<file path="src/rtl/core/float_switch_debounce_monitor_defines.svh">
// Assertion macros for the float switch debounce monitor.
`ifndef FLOAT_SWITCH_DEBOUNCE_MONITOR_DEFINES_SVH
`define FLOAT_SWITCH_DEBOUNCE_MONITOR_DEFINES_SVH

`ifndef SYNTHESIS
`define FSDM_ASSERT_IMPLY(lbl, clk, rst, ante, cons) \
   lbl: assert property (@(posedge clk) disable iff (rst) (ante) |-> (cons)) \
      else $error("fsdm assertion failed");
`define FSDM_ASSERT_NEXT(lbl, clk, rst, ante, cons) \
   lbl: assert property (@(posedge clk) disable iff (rst) (ante) |=> (cons)) \
      else $error("fsdm assertion failed");
`else
`define FSDM_ASSERT_IMPLY(lbl, clk, rst, ante, cons)
`define FSDM_ASSERT_NEXT(lbl, clk, rst, ante, cons)
`endif

`endif

</file>
<file path="src/rtl/core/fsdm_pkg.sv">
// Shared types and constants of the float switch debounce monitor.
package fsdm_pkg;

   localparam int unsigned STABLE_W   = 16;
   localparam int unsigned UNSTABLE_W = 20;
   localparam int unsigned TIME_W     = 32;
   localparam int unsigned ADDR_W     = 3;
   localparam int unsigned DATA_W     = 32;

   localparam logic [STABLE_W-1:0]   STABLE_TIME_RESET   = 16'd1000;
   localparam logic [UNSTABLE_W-1:0] UNSTABLE_TIME_RESET = 20'd10000;
   localparam logic [TIME_W-1:0]     DEADLINE_RESET      = 32'd1000;

   typedef enum logic {
      REG_STABLE_TIME   = 1'b0,
      REG_UNSTABLE_TIME = 1'b1
   } reg_index_type;

   typedef struct packed {
      logic [STABLE_W-1:0]   stable_time_ms;
      logic [UNSTABLE_W-1:0] unstable_time_ms;
   } cfg_type;

   typedef struct packed {
      logic level_now;
      logic is_stable;
      logic is_full;
      logic is_reliable;
      logic status_changed;
      logic reliable_changed;
      logic warning_event;
      logic chatter_error;
   } result_type;

endpackage

</file>
<file path="src/rtl/core/float_switch_debounce_monitor.sv">
// Top level: input register, debounce tracker and result register.
// A req_ sample passes the input register and then the result register before its result can leave on rsp_.
// Throughput: one sample per cycle unless a held result stalls the input register.
// A held result stalls the input register, whose stall then reaches req_stall.
// Reset: synchronous, active high; clears state and restores register defaults.
`include "float_switch_debounce_monitor_defines.svh"
module float_switch_debounce_monitor
   import fsdm_pkg::*;
(
   input  logic              clock,
   input  logic              reset,
   input  logic              req_valid,
   output logic              req_stall,
   input  logic              req_switch_level,
   input  logic [TIME_W-1:0] req_now_ms,
   output logic              rsp_valid,
   input  logic              rsp_stall,
   output logic              rsp_level_now,
   output logic              rsp_is_stable,
   output logic              rsp_is_full,
   output logic              rsp_is_reliable,
   output logic              rsp_status_changed,
   output logic              rsp_reliable_changed,
   output logic              rsp_warning_event,
   output logic              rsp_chatter_error,
   input  logic              csr_psel,
   input  logic              csr_penable,
   input  logic              csr_pwrite,
   input  logic [ADDR_W-1:0] csr_paddr,
   input  logic [DATA_W-1:0] csr_pwdata,
   output logic [DATA_W-1:0] csr_prdata,
   output logic              csr_pready
);

   cfg_type           cfg;
   result_type        result;
   result_type        result_ff;
   logic              in_valid_ff;
   logic              in_valid_in;
   logic              level_ff;
   logic [TIME_W-1:0] now_ff;
   logic              out_valid_ff;
   logic              out_valid_in;
   logic              advance;
   logic              req_take;

   fsdm_csr u_csr (
      .clock       (clock),
      .reset       (reset),
      .csr_psel    (csr_psel),
      .csr_penable (csr_penable),
      .csr_pwrite  (csr_pwrite),
      .csr_paddr   (csr_paddr),
      .csr_pwdata  (csr_pwdata),
      .csr_prdata  (csr_prdata),
      .csr_pready  (csr_pready),
      .cfg         (cfg)
   );

   assign advance   = in_valid_ff && (!out_valid_ff || !rsp_stall);
   assign req_stall = in_valid_ff && !advance;
   assign req_take  = req_valid && !req_stall;

   fsdm_track u_track (
      .clock  (clock),
      .reset  (reset),
      .step   (advance),
      .level  (level_ff),
      .now_ms (now_ff),
      .cfg    (cfg),
      .result (result)
   );

   always_comb begin
      in_valid_in = req_take || (in_valid_ff && !advance);
      out_valid_in = advance || (out_valid_ff && rsp_stall);
   end

   always_ff @(posedge clock) begin
      if (reset) begin
         in_valid_ff  <= 1'b0;
         out_valid_ff <= 1'b0;
      end else begin
         in_valid_ff  <= in_valid_in;
         out_valid_ff <= out_valid_in;
      end
   end

   always_ff @(posedge clock) begin
      if (req_take) begin
         level_ff <= req_switch_level;
         now_ff   <= req_now_ms;
      end
      if (advance) begin
         result_ff <= result;
      end
   end

   assign rsp_valid            = out_valid_ff;
   assign rsp_level_now        = result_ff.level_now;
   assign rsp_is_stable        = result_ff.is_stable;
   assign rsp_is_full          = result_ff.is_full;
   assign rsp_is_reliable      = result_ff.is_reliable;
   assign rsp_status_changed   = result_ff.status_changed;
   assign rsp_reliable_changed = result_ff.reliable_changed;
   assign rsp_warning_event    = result_ff.warning_event;
   assign rsp_chatter_error    = result_ff.chatter_error;

   `FSDM_ASSERT_IMPLY(a_stall_needs_item, clock, reset, req_stall, in_valid_ff && out_valid_ff)
   `FSDM_ASSERT_NEXT(a_stage_drains, clock, reset, in_valid_ff && !rsp_stall, out_valid_ff)
   `FSDM_ASSERT_IMPLY(a_drop_by_chatter, clock, reset, out_valid_ff && rsp_reliable_changed, !rsp_is_reliable && rsp_chatter_error)
   `FSDM_ASSERT_IMPLY(a_warn_when_full, clock, reset, out_valid_ff && rsp_warning_event, rsp_is_full)
   `FSDM_ASSERT_IMPLY(a_change_unstable, clock, reset, out_valid_ff && rsp_status_changed, !rsp_is_stable)

endmodule

</file>
<file path="src/rtl/core/fsdm_csr.sv">
// Configuration register file with APB-style access.
module fsdm_csr
   import fsdm_pkg::*;
(
   input  logic              clock,
   input  logic              reset,
   input  logic              csr_psel,
   input  logic              csr_penable,
   input  logic              csr_pwrite,
   input  logic [ADDR_W-1:0] csr_paddr,
   input  logic [DATA_W-1:0] csr_pwdata,
   output logic [DATA_W-1:0] csr_prdata,
   output logic              csr_pready,
   output cfg_type           cfg
);

   logic [STABLE_W-1:0]   stable_time_ff;
   logic [STABLE_W-1:0]   stable_time_in;
   logic [UNSTABLE_W-1:0] unstable_time_ff;
   logic [UNSTABLE_W-1:0] unstable_time_in;
   logic                  write_en;
   reg_index_type         index;

   assign write_en   = csr_psel && csr_penable && csr_pwrite;
   assign index      = reg_index_type'(csr_paddr[2]);
   assign csr_pready = 1'b1;

   always_comb begin
      stable_time_in   = stable_time_ff;
      unstable_time_in = unstable_time_ff;
      if (write_en) begin
         unique case (index)
            REG_STABLE_TIME:   stable_time_in   = csr_pwdata[STABLE_W-1:0];
            REG_UNSTABLE_TIME: unstable_time_in = csr_pwdata[UNSTABLE_W-1:0];
            default:           stable_time_in   = stable_time_ff;
         endcase
      end
   end

   always_ff @(posedge clock) begin
      if (reset) begin
         stable_time_ff   <= STABLE_TIME_RESET;
         unstable_time_ff <= UNSTABLE_TIME_RESET;
      end else begin
         stable_time_ff   <= stable_time_in;
         unstable_time_ff <= unstable_time_in;
      end
   end

   always_comb begin
      csr_prdata = '0;
      if (csr_paddr[1:0] == 2'b00) begin
         unique case (index)
            REG_STABLE_TIME:
               csr_prdata = {{(DATA_W-STABLE_W){1'b0}}, stable_time_ff};
            REG_UNSTABLE_TIME:
               csr_prdata = {{(DATA_W-UNSTABLE_W){1'b0}}, unstable_time_ff};
            default:
               csr_prdata = '0;
         endcase
      end
   end

   assign cfg.stable_time_ms   = stable_time_ff;
   assign cfg.unstable_time_ms = unstable_time_ff;

endmodule

</file>
<file path="src/rtl/core/fsdm_track.sv">
// Debounce state, chatter detection and warning latch for one sample per cycle while step is high.
module fsdm_track
   import fsdm_pkg::*;
(
   input  logic              clock,
   input  logic              reset,
   input  logic              step,
   input  logic              level,
   input  logic [TIME_W-1:0] now_ms,
   input  cfg_type           cfg,
   output result_type        result
);

   logic              prev_level_ff,  prev_level_in;
   logic [TIME_W-1:0] deadline_ff,    deadline_in;
   logic [TIME_W-1:0] last_stable_ff, last_stable_in;
   logic              stable_ff,      stable_in;
   logic              warning_ff,     warning_in;
   logic              reliable_ff,    reliable_in;

   logic              changed;
   logic [TIME_W-1:0] since_deadline;
   logic [TIME_W-1:0] since_stable;
   logic              past_deadline;
   logic              unstable_expired;
   logic              full;
   logic              warn_fire;

   assign changed          = level != prev_level_ff;
   assign since_deadline   = now_ms - deadline_ff;
   assign since_stable     = now_ms - last_stable_ff;
   assign past_deadline    = (since_deadline != '0) && !since_deadline[TIME_W-1];
   assign unstable_expired =
      since_stable >= {{(TIME_W-UNSTABLE_W){1'b0}}, cfg.unstable_time_ms};

   always_comb begin
      prev_level_in  = prev_level_ff;
      deadline_in    = deadline_ff;
      last_stable_in = last_stable_ff;
      stable_in      = stable_ff;
      reliable_in    = reliable_ff;
      priority if (changed) begin
         prev_level_in = level;
         deadline_in   = now_ms + {{(TIME_W-STABLE_W){1'b0}}, cfg.stable_time_ms};
         stable_in     = 1'b0;
         if (unstable_expired) begin
            reliable_in = 1'b0;
         end
      end else if (past_deadline) begin
         stable_in      = 1'b1;
         last_stable_in = now_ms;
      end else begin
         stable_in      = stable_ff;
      end
   end

   assign full      = (stable_in && level) || !reliable_in;
   assign warn_fire = full && !warning_ff;

   always_comb begin
      warning_in = warning_ff || warn_fire;
      if (stable_in && !level) begin
         warning_in = 1'b0;
      end
   end

   always_ff @(posedge clock) begin
      if (reset) begin
         prev_level_ff  <= 1'b0;
         deadline_ff    <= DEADLINE_RESET;
         last_stable_ff <= '0;
         stable_ff      <= 1'b0;
         warning_ff     <= 1'b0;
         reliable_ff    <= 1'b1;
      end else if (step) begin
         prev_level_ff  <= prev_level_in;
         deadline_ff    <= deadline_in;
         last_stable_ff <= last_stable_in;
         stable_ff      <= stable_in;
         warning_ff     <= warning_in;
         reliable_ff    <= reliable_in;
      end
   end

   assign result.level_now        = level;
   assign result.is_stable        = stable_in;
   assign result.is_full          = full;
   assign result.is_reliable      = reliable_in;
   assign result.status_changed   = changed;
   assign result.reliable_changed = reliable_ff && !reliable_in;
   assign result.warning_event    = warn_fire;
   assign result.chatter_error    = changed && unstable_expired;

endmodule

</file>
<file path="config.mk">
export PLATFORM = sky130hd
export DESIGN_NAME = float_switch_debounce_monitor
export DESIGN_NICKNAME = d
export VERILOG_FILES = /design/src/rtl/core/fsdm_pkg.sv /design/src/rtl/core/float_switch_debounce_monitor.sv /design/src/rtl/core/fsdm_csr.sv /design/src/rtl/core/fsdm_track.sv
export VERILOG_INCLUDE_DIRS = /design/src /design/src/rtl/core
export SDC_FILE = /design/constraint.sdc
export NUM_CORES = 1
export LEC_CHECK = 0
export BUFFER_PORTS_ARGS = -buffer_cell sky130_fd_sc_hd__buf_4
export CAP_MARGIN = 20
export CORE_MARGIN = 2
export CORE_UTILIZATION = 30
export DETAILED_ROUTE_END_ITERATION = 16
export PLACE_DENSITY = 0.51
export SYNTH_ARGS = -nofsm -noshare
export SYNTH_HDL_FRONTEND = slang
export SYNTH_HIERARCHICAL = 1
export SYNTH_SLANG_ARGS = --single-unit
</file>
<file path="constraint.sdc">
create_clock -name clock -period 4.6 [get_ports clock]
set_input_delay 0.46 -clock clock [delete_from_list [all_inputs] [get_ports clock]]
set_output_delay 0.46 -clock clock [all_outputs]
set_load 0.005 [all_outputs]
</file>
# Word-level counts from Yosys, hierarchy flattened
# Cells that the tools add are included.
# word_totals
reg_bits,147
inputBits,75
output_inout_bits,43
# op_classes
add_sub_neg,3
magnitude_cmp,1
eq_ne,1
muxes,7
bitwise_logic,2
reduce_logical,31
# ops
cell,count
$pmux W32 S2,1
$sub A32 B32 Y32,2
$add A32 B16 Y32,1
$ge A32 B20 Y1,1
$mux W32,1
$reduce_bool A32 Y1,1
$logic_and A1 B1 Y1,12
$logic_not A1 Y1,8
$reduce_and A2 Y1,3
$logic_or A1 B1 Y1,5
$mux W1,5
$reduce_and A3 Y1,1
$logic_not A2 Y1,1
$not A1 Y1,2
$ne A1 B1 Y1,1

# Longest topological paths before layout
# Gate-level depths: netlist (run 1).
# depth
word_depth,10
mapped_depth,24
ltp_nobuf,23

# By module
# The synthesis (run 1) kept the hierarchy.
# modules_own_cells
mod,instances,cells_each,area_per_inst_um2,seq_area_each_um2
fsdm_track,1,1115,8192.9,1361.3
fsdm_csr,1,207,1928.1,720.7
float_switch_debounce_monitor,1,51,1317.5,1271.2

# Worst setup path after synthesis (run 1)
# OpenSTA, ideal clock, no wires.
# synth_path
kind,register to register
from,register now_ff[0]
to,"register result_ff (netlist bit rsp_warning_event), data pin"
setup_ns,0.251
t_arrival_ns,4.487
required_ns,4.349
path_slack_ns,-0.138
stages_incl_launch_ff,23
path_buffers,1
period_less_slack_ns,4.738
cell_sequence,edfxtp_1 inv_1 ha_1 inv_1 fa_1 a21oi_1 o21ai_1 a21o_1 a221oi_1 nand2b_1 a21oi_1 xnor2_1 ha_1 a21o_1 a2111oi_0 o311ai_0 nor4_1 o2111ai_1 nor3_4 nand2b_1 a311oi_2 nor2_1 buf_4
# synth_between
elab_chain_cells,8
elab_cells_between_ends,14
classes_between,add/sub (2); order compare (1); mux (4); reduce/logical (7)
# synth_lines
item,line_no,source
from (decl),float_switch_debounce_monitor.sv:41,logic [TIME_W-1:0] now_ff;
from (signal assigned),float_switch_debounce_monitor.sv:92,now_ff <= req_now_ms;
branches (longest 6 deep; another with $sub A32 B32 Y32),--,
$logic_or A1 B1 Y1 (*),fsdm_track.sv:57,assign full = (stable_in && level) || !reliable_in;
$logic_and A1 B1 Y1 (*),fsdm_track.sv:58,assign warn_fire = full && !warning_ff;
net u_track.warn_fire,fsdm_track.sv:27,logic warn_fire;
to (signal assigned),float_switch_debounce_monitor.sv:95,result_ff <= result;
to (decl),float_switch_debounce_monitor.sv:37,result_type result_ff;
# Mark *: on every way through the listed nets, which the timed path passes.
# A chain may end at the register's enable or synchronous reset.

==> results.sh, run 1 <==
export IMPL_layout_drive_gt1_share_pct=20.2
export IMPL_crit_type="flip-flop to flip-flop"
export IMPL_cts_path_max_buffers=2
export IMPL_cap_violations=0
export IMPL_synth_area_um2=11400
export IMPL_worst_pin_slew_ns=1.08
export IMPL_start_kind="flip-flop"
export IMPL_fin_nets=1720
export IMPL_hold_buffers=0
export IMPL_cts_tree="done"
export IMPL_worstHoldStart="req_now_ms[23]"
export IMPL_antenna_found_initial=0
export IMPL_netlist_area_leader_share_pct=18.6
export IMPL_final_area_um2=14200
export IMPL_r2r_slack_ns=-0.14
export IMPL_nFillCells=3839
export IMPL_routedWlPerCell_um=16.2
export IMPL_port_buffers=92
export IMPL_instances_no_fill=2068
export IMPL_setup_ws_ns=-0.145
export IMPL_fin_crit_sh_pct=103
export IMPL_clock_latency_ns=0.43
export IMPL_final_core_util_pct=37.8
export IMPL_arrival_ns=4.92
export IMPL_first_global_vias=9701
export IMPL_yosysTopAreaCell="dfxtp_1"
export IMPL_hold_violations=0
export IMPL_r2r_start="now_ff[0]"
export IMPL_dp_final_hpwl_um=26300
export IMPL_netlist_instances=1373
export IMPL_reg2reg_depth=22
export IMPL_slew_violations=0
export IMPL_vias_per_cell=4.93
export IMPL_ant_nets=0
export IMPL_post_route_drc_count=0
export IMPL_htreeDepth=4
export IMPL_die_h_um=199
export IMPL_insertedDiodeCount=0
export IMPL_finalSetupViolCount=3
export IMPL_r2r_end="rsp_warning_event"
export IMPL_ys_seq_area_share_pct=29.3
export IMPL_drtPass1Iterations=5
export IMPL_dr_total_vias=10200
export IMPL_core_area_um2=37600
export IMPL_place_inst=2032
export IMPL_synthTopCellsByArea="dfxtp_1, edfxtp_1, ha_1, mux2i_1, a21oi_1"
export IMPL_crit_path_end_kind="flip-flop"
export IMPL_track_usage_pct=17.0
export IMPL_slew_headroom_pct=28.1
export IMPL_die_x_um=199
export IMPL_place_gp_congestion=0.892
export IMPL_hold_class="input pin to flip-flop"
export IMPL_synth_warnings=6
export IMPL_drt_iter0_drc=676
export IMPL_rsz0062_at_grt="yes"
export IMPL_io_pins=118
export IMPL_drt_total_wl_um=33500
export IMPL_row_count=71
export IMPL_synth_ff_type="dfxtp_1"
export IMPL_cts_buffers=17
export IMPL_clock_skew_ns=0.00956
export IMPL_grt_overflow_total=0
export IMPL_power_leakage_uw=0.00576
export IMPL_hold_end="now_ff[23]"
export IMPL_fmax_mhz=211
export IMPL_outcome="finished with violations"
export IMPL_ys_ff_latch=147
export IMPL_synth_edf_count=41
export IMPL_placed_area_um2=13300
export IMPL_path_cells="inv_2, ha_4, inv_2, fa_2, a21oi_4, o21ai_4, a21o_1, a221oi_2, nand2b_1, a21oi_2, xnor2_1, ha_1, a21o_1, a2111oi_4, o311ai_2, nor4_1, o2111ai_1, nor3_4, buf_12, nor3b_4, a311oi_4, nor2_1"
export IMPL_cpPeakStageDelay_ns=0.41
export IMPL_cp_required_ns=4.78
export IMPL_start_util_pct=30.4
export IMPL_synth_cell_type_count=84
export IMPL_pwr_density_cell_nw_per_um2=292
export IMPL_area_delta_synth_final_pct=24.1
export IMPL_grt_start_max_net_pins=74
export IMPL_vdd_ir_drop_worst_v=0.000238
export IMPL_crit_slowest_cell="edfxtp_1"
export IMPL_hold_path_depth=1
export IMPL_dieArea_um2=39700
export IMPL_path_max_fanout=4
export IMPL_clk_transition_reported_paths_ns=0.07
export IMPL_cts_root_buf="clkbuf_16"
export IMPL_grt_pass1_wl_um=53000
export IMPL_syn_area_per_cell_um2=8.33
export IMPL_violations="setup timing"
export IMPL_postSynth_asyncResetShare_pct=0
export IMPL_clock_sinks=147
export IMPL_period_needed_ns=4.74
-- critical path, delay by kind of cell, from the launching register on --
kind,cells,cell delay (ns)
adders and majority gates,3,0.77
xor gates and xnor gates,1,0.13
buffers and inverters,3,0.28
AOI/OAI and AO/OA,10,2.18
and+or+nand+nor,5,0.72
DFF,1,0.41
-- final cells by class --
type,count,area [um^2],area share (%)
clock inverters,13,196,1.38
inverters,112,420,2.96
multi-input cells,1044,7440,52.4
flip-flops and latches,147,3350,23.6
well taps,511,639,4.50
repair buffers,222,1710,12.1
clock buffers,19,433,3.05
-- layer usage --
layer	GRT usage, %	part of all wire (%)
met1	24.7	51
met2	26.8	45
met3	1.77	2.9
met4	4.26	1.4
met5	0	0
-- worst max-delay path by stage --
stage / startpoint / end / cells after the start / slack, ns
after floorplan: now_ff[0] / rsp_warning_event / 22 / 0.01
after global placement: now_ff[0] / rsp_is_full / 22 / -0.36
after detailed placement: now_ff[0] / rsp_is_full / 23 / -0.51
after CTS: now_ff[0] / rsp_is_full / 22 / -0.31
after global routing: now_ff[0] / rsp_warning_event / 22 / -0.47
final: now_ff[0] / rsp_warning_event / 22 / -0.14
-- state kept, by name, summed over array words and instances, names as in the netlist, 16 cells and up --
register,cells
now_ff,32
u_track/deadline_ff,32
u_track/last_stable_ff,32
u_csr/unstable_time_ff,20
u_csr/stable_time_ff,16
-- power by group --
part / internal (uW) / switching, uW / total [uW]
combinational: 534 / 654 / 1190
sequential: 1390 / 43.5 / 1440
clock: 921 / 602 / 1520
-- synthesized netlist by cell type (all sizes together), types with 10 or more instances --
cell type and count:
a21oi 114, o21ai 66, xnor2 29, a21o 23, nor2b 14, ha 98, nand2b 48, clkbuf 31
o21bai 11, edfxtp 41, nand4 22, a31oi 10, and3 21, nand2 92, dfxtp 106, nor3 27
buf 50, nor2 135, o211ai 11, o21a 23, nand3 21, a211oi 11, xor2 27, mux2i 89
inv 112
-- repair_timing --
action,4_1_cts,5_1_grt
gates resized for setup,22,17
pin swaps,14,24
endpoints found under the setup margin,7,39
cloned,0,1
buffers inserted,2,1
-- logic make-up (layout without fill, tap and decap cells) --
logic type,Yosys count,in the layout,synth area share (%)
mux,90,90,7.89
other cells,2,13,0.0657
simple gates,441,441,19.4
fa+ha+maj,101,101,11.2
buf+inv,193,366,7.82
xor+xnor,56,56,4.29
compound gates,343,343,20.0
flops,147,147,29.3
-- through the flow --
step | hold WS, ns | setup slack [ns] | TNS (ns) | total power (uW)
5_1_grt | 0.185 | -0.473 | -1.69 | 4370
3_5_place_dp | 0.447 | -0.513 | -1.96 | 2600
3_3_place_gp | 0.440 | -0.363 | -1.13 | 2590
4_1_cts | 0.183 | -0.305 | -0.846 | 4160
2_1_floorplan | 0.432 | 0.0113 | 0 | 2210
6_report | 0.206 | -0.145 | -0.324 | 4150
-- layout by cell type, fill, tap and decap left out, types with 12 or more instances in the layout --
| cell type | n |
|---|---|
| buf_4 | 218 |
| nor2_1 | 134 |
| inv_1 | 110 |
| a21oi_1 | 107 |
| dfxtp_1 | 106 |
| ha_1 | 96 |
| nand2_1 | 91 |
| mux2i_1 | 88 |
| o21ai_0 | 60 |
| nand2b_1 | 47 |
| edfxtp_1 | 41 |
| xnor2_1 | 29 |
| nor3_1 | 26 |
| xor2_1 | 26 |
| o21a_1 | 23 |
| a21o_1 | 23 |
| nand4_1 | 22 |
| and3_1 | 20 |
| nand3_1 | 20 |
| clkbuf_16 | 18 |
| conb_1 | 13 |
| nor2b_1 | 12 |
Power figures use the tool's default switching activity.
==> run 2: changes to the inputs <==
SYNTH_HIERARCHICAL = unset   (was 1)
==> run 2 against run 1 <==
  * Maximum frequency increased by 5.1%
  * First-iteration DRC count rose by 32%
  * Critical path depth shrank 1
  * Clock skew is 0.0011 ns higher
  * Final cell count shrank 1.5%
  * Clock-buffer cell count rose by 3
  * Worst setup slack better by 0.23 ns
  * Clock power barely moved
  * The flow now finishes without violations
  * Global-route usage is 0.12 points lower
  * Sequential share of layout area increased by 1.1 points
  * Largest power group unchanged
  * Cell area down 4.5%
  * Critical path type unchanged
==> results.sh, run 2 <==
export IMPL_pwr_density_cell_nw_per_um2=297
export IMPL_path_cells="ha_2, nand4_1, buf_4, a21oi_1, nand2_2, a21oi_2, nand3_1, and2_4, xnor2_2, ha_1, nor2b_1, o21ai_1, o2111ai_1, nor3_1, nand4_1, a2111o_1, nor4b_4, buf_4, a21boi_1, a21bo_2, a31oi_1"
export IMPL_crit_buf_inv=2
export IMPL_synth_warnings=0
export IMPL_row_count=71
export IMPL_die_h_um=199
export IMPL_tns_ns=0
export IMPL_final_core_util_pct=36.2
export IMPL_r2r_end="rsp_warning_event"
export IMPL_reg2reg_depth=21
export IMPL_rsz0062_at_grt="yes"
export IMPL_r2r_start="now_ff[8]"
export IMPL_vias_per_cell=5.03
export IMPL_start_util_pct=30.3
export IMPL_crit_end="rsp_warning_event"
export IMPL_worst_pin_slew_ns=1.09
export IMPL_ant_nets=0
export IMPL_setup_worst_path_start="now_ff[8]"
export IMPL_regArea_um2=3350
export IMPL_yosysTopAreaCell="dfxtp_1"
export IMPL_placed_area_um2=12800
export IMPL_crit_type="flip-flop to flip-flop"
export IMPL_slew_violations=0
export IMPL_cpPeakStageDelay_ns=0.43
export IMPL_port_buffers=92
export IMPL_start_kind="flip-flop"
export IMPL_period_needed_ns=4.52
export IMPL_dp_final_hpwl_um=25800
export IMPL_vdd_ir_drop_worst_v=0.000271
export IMPL_dieArea_um2=39500
export IMPL_hold_violations=0
export IMPL_drtPass1Iterations=6
export IMPL_core_area_um2=37500
export IMPL_multi_input_area_um2=7290
export IMPL_cpLargestDelayFamily="compound AO/OA/AOI/OAI gates"
export IMPL_netlist_instances=1411
export IMPL_track_usage_pct=16.9
export IMPL_ys_ff_latch=147
export IMPL_crit_path_end_kind="flip-flop"
export IMPL_grt_pass1_wl_um=52000
export IMPL_slew_headroom_pct=27.5
export IMPL_fmax_mhz=221
export IMPL_synth_edf_count=41
export IMPL_htreeDepth=4
export IMPL_layout_commonest_cell="nand2_1"
export IMPL_cp_required_ns=4.77
export IMPL_netlist_area_leader_share_pct=18.7
export IMPL_die_x_um=199
export IMPL_final_area_um2=13600
export IMPL_synth_ff_type="dfxtp_1"
export IMPL_clock_sinks=147
export IMPL_arrival_ns=4.69
export IMPL_syn_area_per_cell_um2=8.06
export IMPL_drt_iter0_drc=889
export IMPL_drt_total_wl_um=33100
export IMPL_insertedDiodeCount=0
export IMPL_dr_total_vias=10200
export IMPL_area_delta_synth_final_pct=19.2
export IMPL_fin_nets=1690
export IMPL_power_leakage_uw=0.00556
export IMPL_final_cell_mix="nand2_1, buf_4, nor2_1, a21oi_1, inv_1"
export IMPL_antenna_found_initial=0
export IMPL_post_route_drc_count=0
export IMPL_clk_transition_reported_paths_ns=0.06
export IMPL_synthTopCellsByArea="dfxtp_1, edfxtp_1, ha_1, nand2_1, a21oi_1"
export IMPL_routedWlPerCell_um=16.3
export IMPL_synth_area_um2=11400
export IMPL_r2r_slack_ns=0.08
export IMPL_grt_start_max_net_pins=55
export IMPL_cts_buffers=17
export IMPL_postSynth_asyncResetShare_pct=0
export IMPL_ys_seq_area_share_pct=29.5
export IMPL_hold_class="input pin to flip-flop"
export IMPL_first_global_vias=9462
export IMPL_finalSetupViolCount=0
export IMPL_cts_path_max_buffers=2
export IMPL_io_pins=118
export IMPL_cts_tree="done"
export IMPL_clock_latency_ns=0.44
export IMPL_hold_ws_ns=0.203
export IMPL_cts_root_buf="clkbuf_16"
export IMPL_synth_most_common_cell="nand2_1"
export IMPL_path_max_fanout=5
export IMPL_synth_cell_type_count=98
export IMPL_power_total_uw=4020
export IMPL_fin_crit_sh_pct=98.2
export IMPL_layout_top_registers="now_ff: 32 flops, u_track.deadline_ff: 32 flops, u_track.last_stable_ff: 32 flops"
export IMPL_synth_commonest_cells="nand2_1, nor2_1, a21oi_1, inv_1, dfxtp_1"
export IMPL_outcome="completed"
export IMPL_nFillCells=3920
export IMPL_cap_violations=0
export IMPL_crit_slowest_cell="a2111o_1"
export IMPL_place_gp_congestion=0.894
export IMPL_critical_path_depth=21
export IMPL_grt_overflow_total=0
export IMPL_layout_drive_gt1_share_pct=16.1
export IMPL_clock_skew_ns=0.0107
==> run 2: cell count changes in the layout (fill, tap and decap cells not counted), sizes merged, moves of 8 or more <==
cell / change
a21oi: +14
nand4: +8
mux2i: -32
a211oi: +18
and3: -11
nand2b: -38
o21ai: -11
nand2: +78
nand3: +15
nor3: +12
o21a: -8
nor4: +8
o211ai: +14
buf: -64
==> run 2: how the worst min path moves through the flow <==
stage                       startpoint                       to  slack (ns)  cells after the start
2_1_floorplan  u_track.deadline_ff[12]  u_track.deadline_ff[12]        0.43                      2
3_3_place_gp   u_track.deadline_ff[15]  u_track.deadline_ff[15]        0.44                      2
3_5_place_dp   u_track.deadline_ff[15]  u_track.deadline_ff[15]        0.45                      2
4_1_cts                 req_now_ms[13]               now_ff[13]        0.18                      1
5_1_grt                 req_now_ms[27]               now_ff[27]        0.18                      1
6_report                req_now_ms[13]               now_ff[13]        0.20                      1
==> run 2: metrics by stage <==
| stage | cells | setup slack [ns] |
|---|---|---|
| CTS | 2038 | 0.00763 |
| floorplan | 1422 | 0.368 |
| finish | 2038 | 0.0843 |
| detailed placement | 2005 | -0.230 |
| global placement | 2005 | -0.141 |
| global route | 2038 | -0.139 |
==> run 2: final cells by class <==
class / count / area share [%]
clock buffer: 22 / 3.75
clock inverter: 10 / 1.02
inverter: 111 / 3.07
multi-input combinational: 1080 / 53.7
sequential: 147 / 24.7
tap: 511 / 4.72
timing repair buffer: 157 / 8.97
==> run 2: power breakdown <==
part / internal [uW] / switching [uW] / total (uW)
combinational: 444 / 606 / 1050
clock: 953 / 580 / 1530
sequential: 1390 / 46.9 / 1440
==> run 2: logic make-up (layout without fill, tap and decap cells) <==
family                   count (synthesis)  after routing  share of synthesized area (%)
AO/OA/AOI/OAI                          354            354                           20.5
flip-flops                             147            147                           29.5
other                                    2             13                         0.0660
adder cells (fa/ha/maj)                101            101                           11.3
AND/OR/NAND/NOR                        500            500                           21.1
multiplexers                            59             59                           5.22
XOR/XNOR                                53             53                           4.08
buffers and inverters                  195            300                           8.15
==> run 2: routing by layer <==
metal  wire length [um]  vias up  global-route usage [%]
li1                   -     5239                       -
met1              16700     4762                    24.6
met2              14400      211                    25.4
met3               1160       37                    2.15
met4                796        0                    6.08
met5                  0        -                       0
==> run 2: what timing repair did <==
| item | 4_1_cts | 5_1_grt |
|---|---|---|
| buffers inserted | 1 | 0 |
| endpoints found under the setup margin | 6 | 7 |
| hold buffers | 0 | 0 |
| pin swaps | 6 | 25 |
| resized for setup | 4 | 24 |
==> run 2: worst reg2reg max path: stages, from the launching register on <==
cell       delay [ns]
edfxtp_1         0.40
ha_2             0.40
nand4_1          0.18
buf_4            0.19
a21oi_1          0.14
nand2_2          0.11
a21oi_2          0.18
nand3_1          0.10
and2_4           0.19
xnor2_2          0.13
ha_1             0.31
nor2b_1          0.13
o21ai_1          0.16
o2111ai_1        0.13
nor3_1           0.20
nand4_1          0.12
a2111o_1         0.43
nor4b_4          0.24
buf_4            0.18
a21boi_1         0.06
a21bo_2          0.21
a31oi_1          0.08
==> run 3: changes to the inputs <==
REMOVE_ABC_BUFFERS = 1   (was unset)
==> run 3 against run 2 <==
  * Clock-buffer cell count decreased by 5
  * Clock skew about the same
  * Via count decreased by 0.19%
  * Global-route usage decreased by 0.16 points
  * Critical path type unchanged
  * Highest routed layer unchanged
  * Core utilization about the same
  * Power decreased by 1.4%
  * Largest cell class unchanged
  * First-iteration DRC count decreased by 13%
  * Routed wire length decreased by 0.52%
  * Critical path depth increased by 1
  * Clock power decreased by 5%
  * Combinational power about the same
==> results.sh, run 3 (same netlist as run 2, synthesis figures left out) <==
export IMPL_outcome="completed"
export IMPL_drt_iter0_drc=775
export IMPL_crit_path_end_kind="flip-flop"
export IMPL_clock_skew_ns=0.0102
export IMPL_layout_commonest_cell="nand2_1"
export IMPL_slew_headroom_pct=26.3
export IMPL_area_delta_synth_final_pct=19.1
export IMPL_tns_ns=0
export IMPL_fmax_mhz=218
export IMPL_drt_total_wl_um=33000
export IMPL_track_usage_pct=16.7
export IMPL_grt_pass1_wl_um=51800
export IMPL_nFillCells=4002
export IMPL_start_util_pct=30.3
export IMPL_core_area_um2=37500
export IMPL_fin_crit_sh_pct=99.9
export IMPL_cts_tree="done"
export IMPL_cap_violations=0
export IMPL_htreeDepth=4
export IMPL_row_count=71
export IMPL_vias_per_cell=5.00
export IMPL_hold_violations=0
export IMPL_vdd_ir_drop_worst_v=0.000273
export IMPL_io_pins=118
export IMPL_worstHoldStart="req_now_ms[14]"
export IMPL_clock_sinks=147
export IMPL_regArea_um2=3350
export IMPL_hold_end="now_ff[14]"
export IMPL_cp_required_ns=4.77
export IMPL_setup_worst_path_start="now_ff[0]"
export IMPL_cts_path_max_buffers=2
export IMPL_slew_violations=0
export IMPL_r2r_slack_ns=0.004
export IMPL_crit_type="flip-flop to flip-flop"
export IMPL_dp_final_hpwl_um=25400
export IMPL_pwr_density_cell_nw_per_um2=293
export IMPL_grt_overflow_total=0
export IMPL_finalSetupViolCount=0
export IMPL_cts_root_buf="clkbuf_16"
export IMPL_worst_path_most_repeated_cell="buf_4"
export IMPL_hold_path_depth=1
export IMPL_rsz0062_at_grt="yes"
export IMPL_die_h_um=199
export IMPL_ant_nets=0
export IMPL_final_area_um2=13500
export IMPL_grt_start_max_net_pins=51
export IMPL_power_total_uw=3970
export IMPL_cts_buffers=17
export IMPL_die_x_um=199
export IMPL_multi_input_area_um2=7280
export IMPL_fin_nets=1697
export IMPL_dieArea_um2=39500
export IMPL_r2r_end="rsp_warning_event"
export IMPL_cpPeakStageDelay_ns=0.43
export IMPL_insertedDiodeCount=0
export IMPL_layout_drive_gt1_share_pct=16.6
export IMPL_antenna_found_initial=0
export IMPL_port_buffers=92
export IMPL_routedWlPerCell_um=16.1
export IMPL_final_cell_mix="nand2_1, buf_4, nor2_1, a21oi_1, inv_1"
export IMPL_reg2reg_depth=22
export IMPL_path_cells="inv_2, ha_4, inv_2, fa_2, a211oi_4, o21a_2, buf_4, buf_4, o31ai_1, xor2_1, ha_1, a211oi_1, nand3_1, o21ai_1, buf_4, nand4_1, a2111o_1, nor4b_2, buf_4, a21boi_2, a21bo_2, a31oi_1"
export IMPL_final_core_util_pct=36.1
export IMPL_first_global_vias=9579
export IMPL_hold_buffers=0
export IMPL_setup_ws_ns=0.00386
export IMPL_drtPass1Iterations=5
export IMPL_pre_cts_ws_ns=-0.130
export IMPL_power_leakage_uw=0.00556
export IMPL_path_max_fanout=3
export IMPL_placed_area_um2=12700
export IMPL_start_kind="flip-flop"
export IMPL_r2r_start="now_ff[0]"
export IMPL_clk_transition_reported_paths_ns=0.07
export IMPL_dr_total_vias=10200
export IMPL_layout_top_registers="now_ff: 32 flops, u_track.deadline_ff: 32 flops, u_track.last_stable_ff: 32 flops"
export IMPL_post_route_drc_count=0
export IMPL_period_needed_ns=4.60
export IMPL_clock_latency_ns=0.44
export IMPL_worst_pin_slew_ns=1.10
export IMPL_hold_class="input pin to flip-flop"
export IMPL_arrival_ns=4.77
export IMPL_place_gp_congestion=0.910
export IMPL_crit_slowest_cell="a2111o_1"
==> run 3: cell count changes in the layout (fill, tap and decap cells not counted), moves of 3 or more <==
| cell | change |
|---|---|
| buf_4 | +8 |
| ha_1 | +3 |
| clkbuf_16 | -3 |
| inv_4 | -3 |
==> run 3: worst max-delay path: cells and delay by family (launching register included) <==
kind                       cells  cell delay (ns)
buffers and inverters          6             0.66
AOI/OAI and AO/OA              9             1.73
xor gates and xnor gates       1             0.16
DFF                            1             0.42
adders and majority gates      3             0.84
and+or+nand+nor                3             0.52
==> run 3: stage by stage <==
stage,std cells,hold WS (ns)
after floorplan,1338,0.426
after global placement,2004,0.440
after detailed placement,2004,0.444
after CTS,2038,0.177
after global routing,2045,0.178
final,2045,0.197
==> run 3: cell type report <==
type	count	share of cell area [%]
tap	511	4.72
inverter	111	3.08
multi-input combinational	1080	53.8
clock inverter	15	1.34
sequential	147	24.8
timing repair buffer	164	9.21
clock buffer	17	3.14
==> run 3: how the worst max path moves through the flow <==
stage,end,slack [ns],cells after the start
final,rsp_warning_event,0.004,22
after global routing,rsp_warning_event,-0.23,22
after global placement,rsp_warning_event,-0.06,23
after floorplan,rsp_warning_event,0.37,20
after detailed placement,rsp_warning_event,-0.13,23
after CTS,rsp_warning_event,0.002,23
==> run 3: timing repair <==
item	4_1_cts	5_1_grt
setup buffers	2	7
pin swaps	9	25
gates resized for setup	7	25
setup endpoints to repair	6	6
endpoints found under the hold margin	0	0
==> run 3: routing by layer <==
metal / share of wire, % / vias up / track usage (%)
met5: 0 / - / 0
met2: 45 / 201 / 26.3
met1: 50 / 4749 / 23.8
li1: - / 5247 / -
met3: 3.2 / 33 / 2.00
met4: 2.0 / 0 / 5.39
==> run 3: report_power, final <==
part / switching, uW / total [uW] / leakage (uW) / internal [uW]
sequential: 50.4 / 1440 / 0.00126 / 1390
clock: 604 / 1460 / 0.000290 / 859
combinational: 608 / 1060 / 0.00401 / 451
total: 1260 / 3970 / 0.00556 / 2700
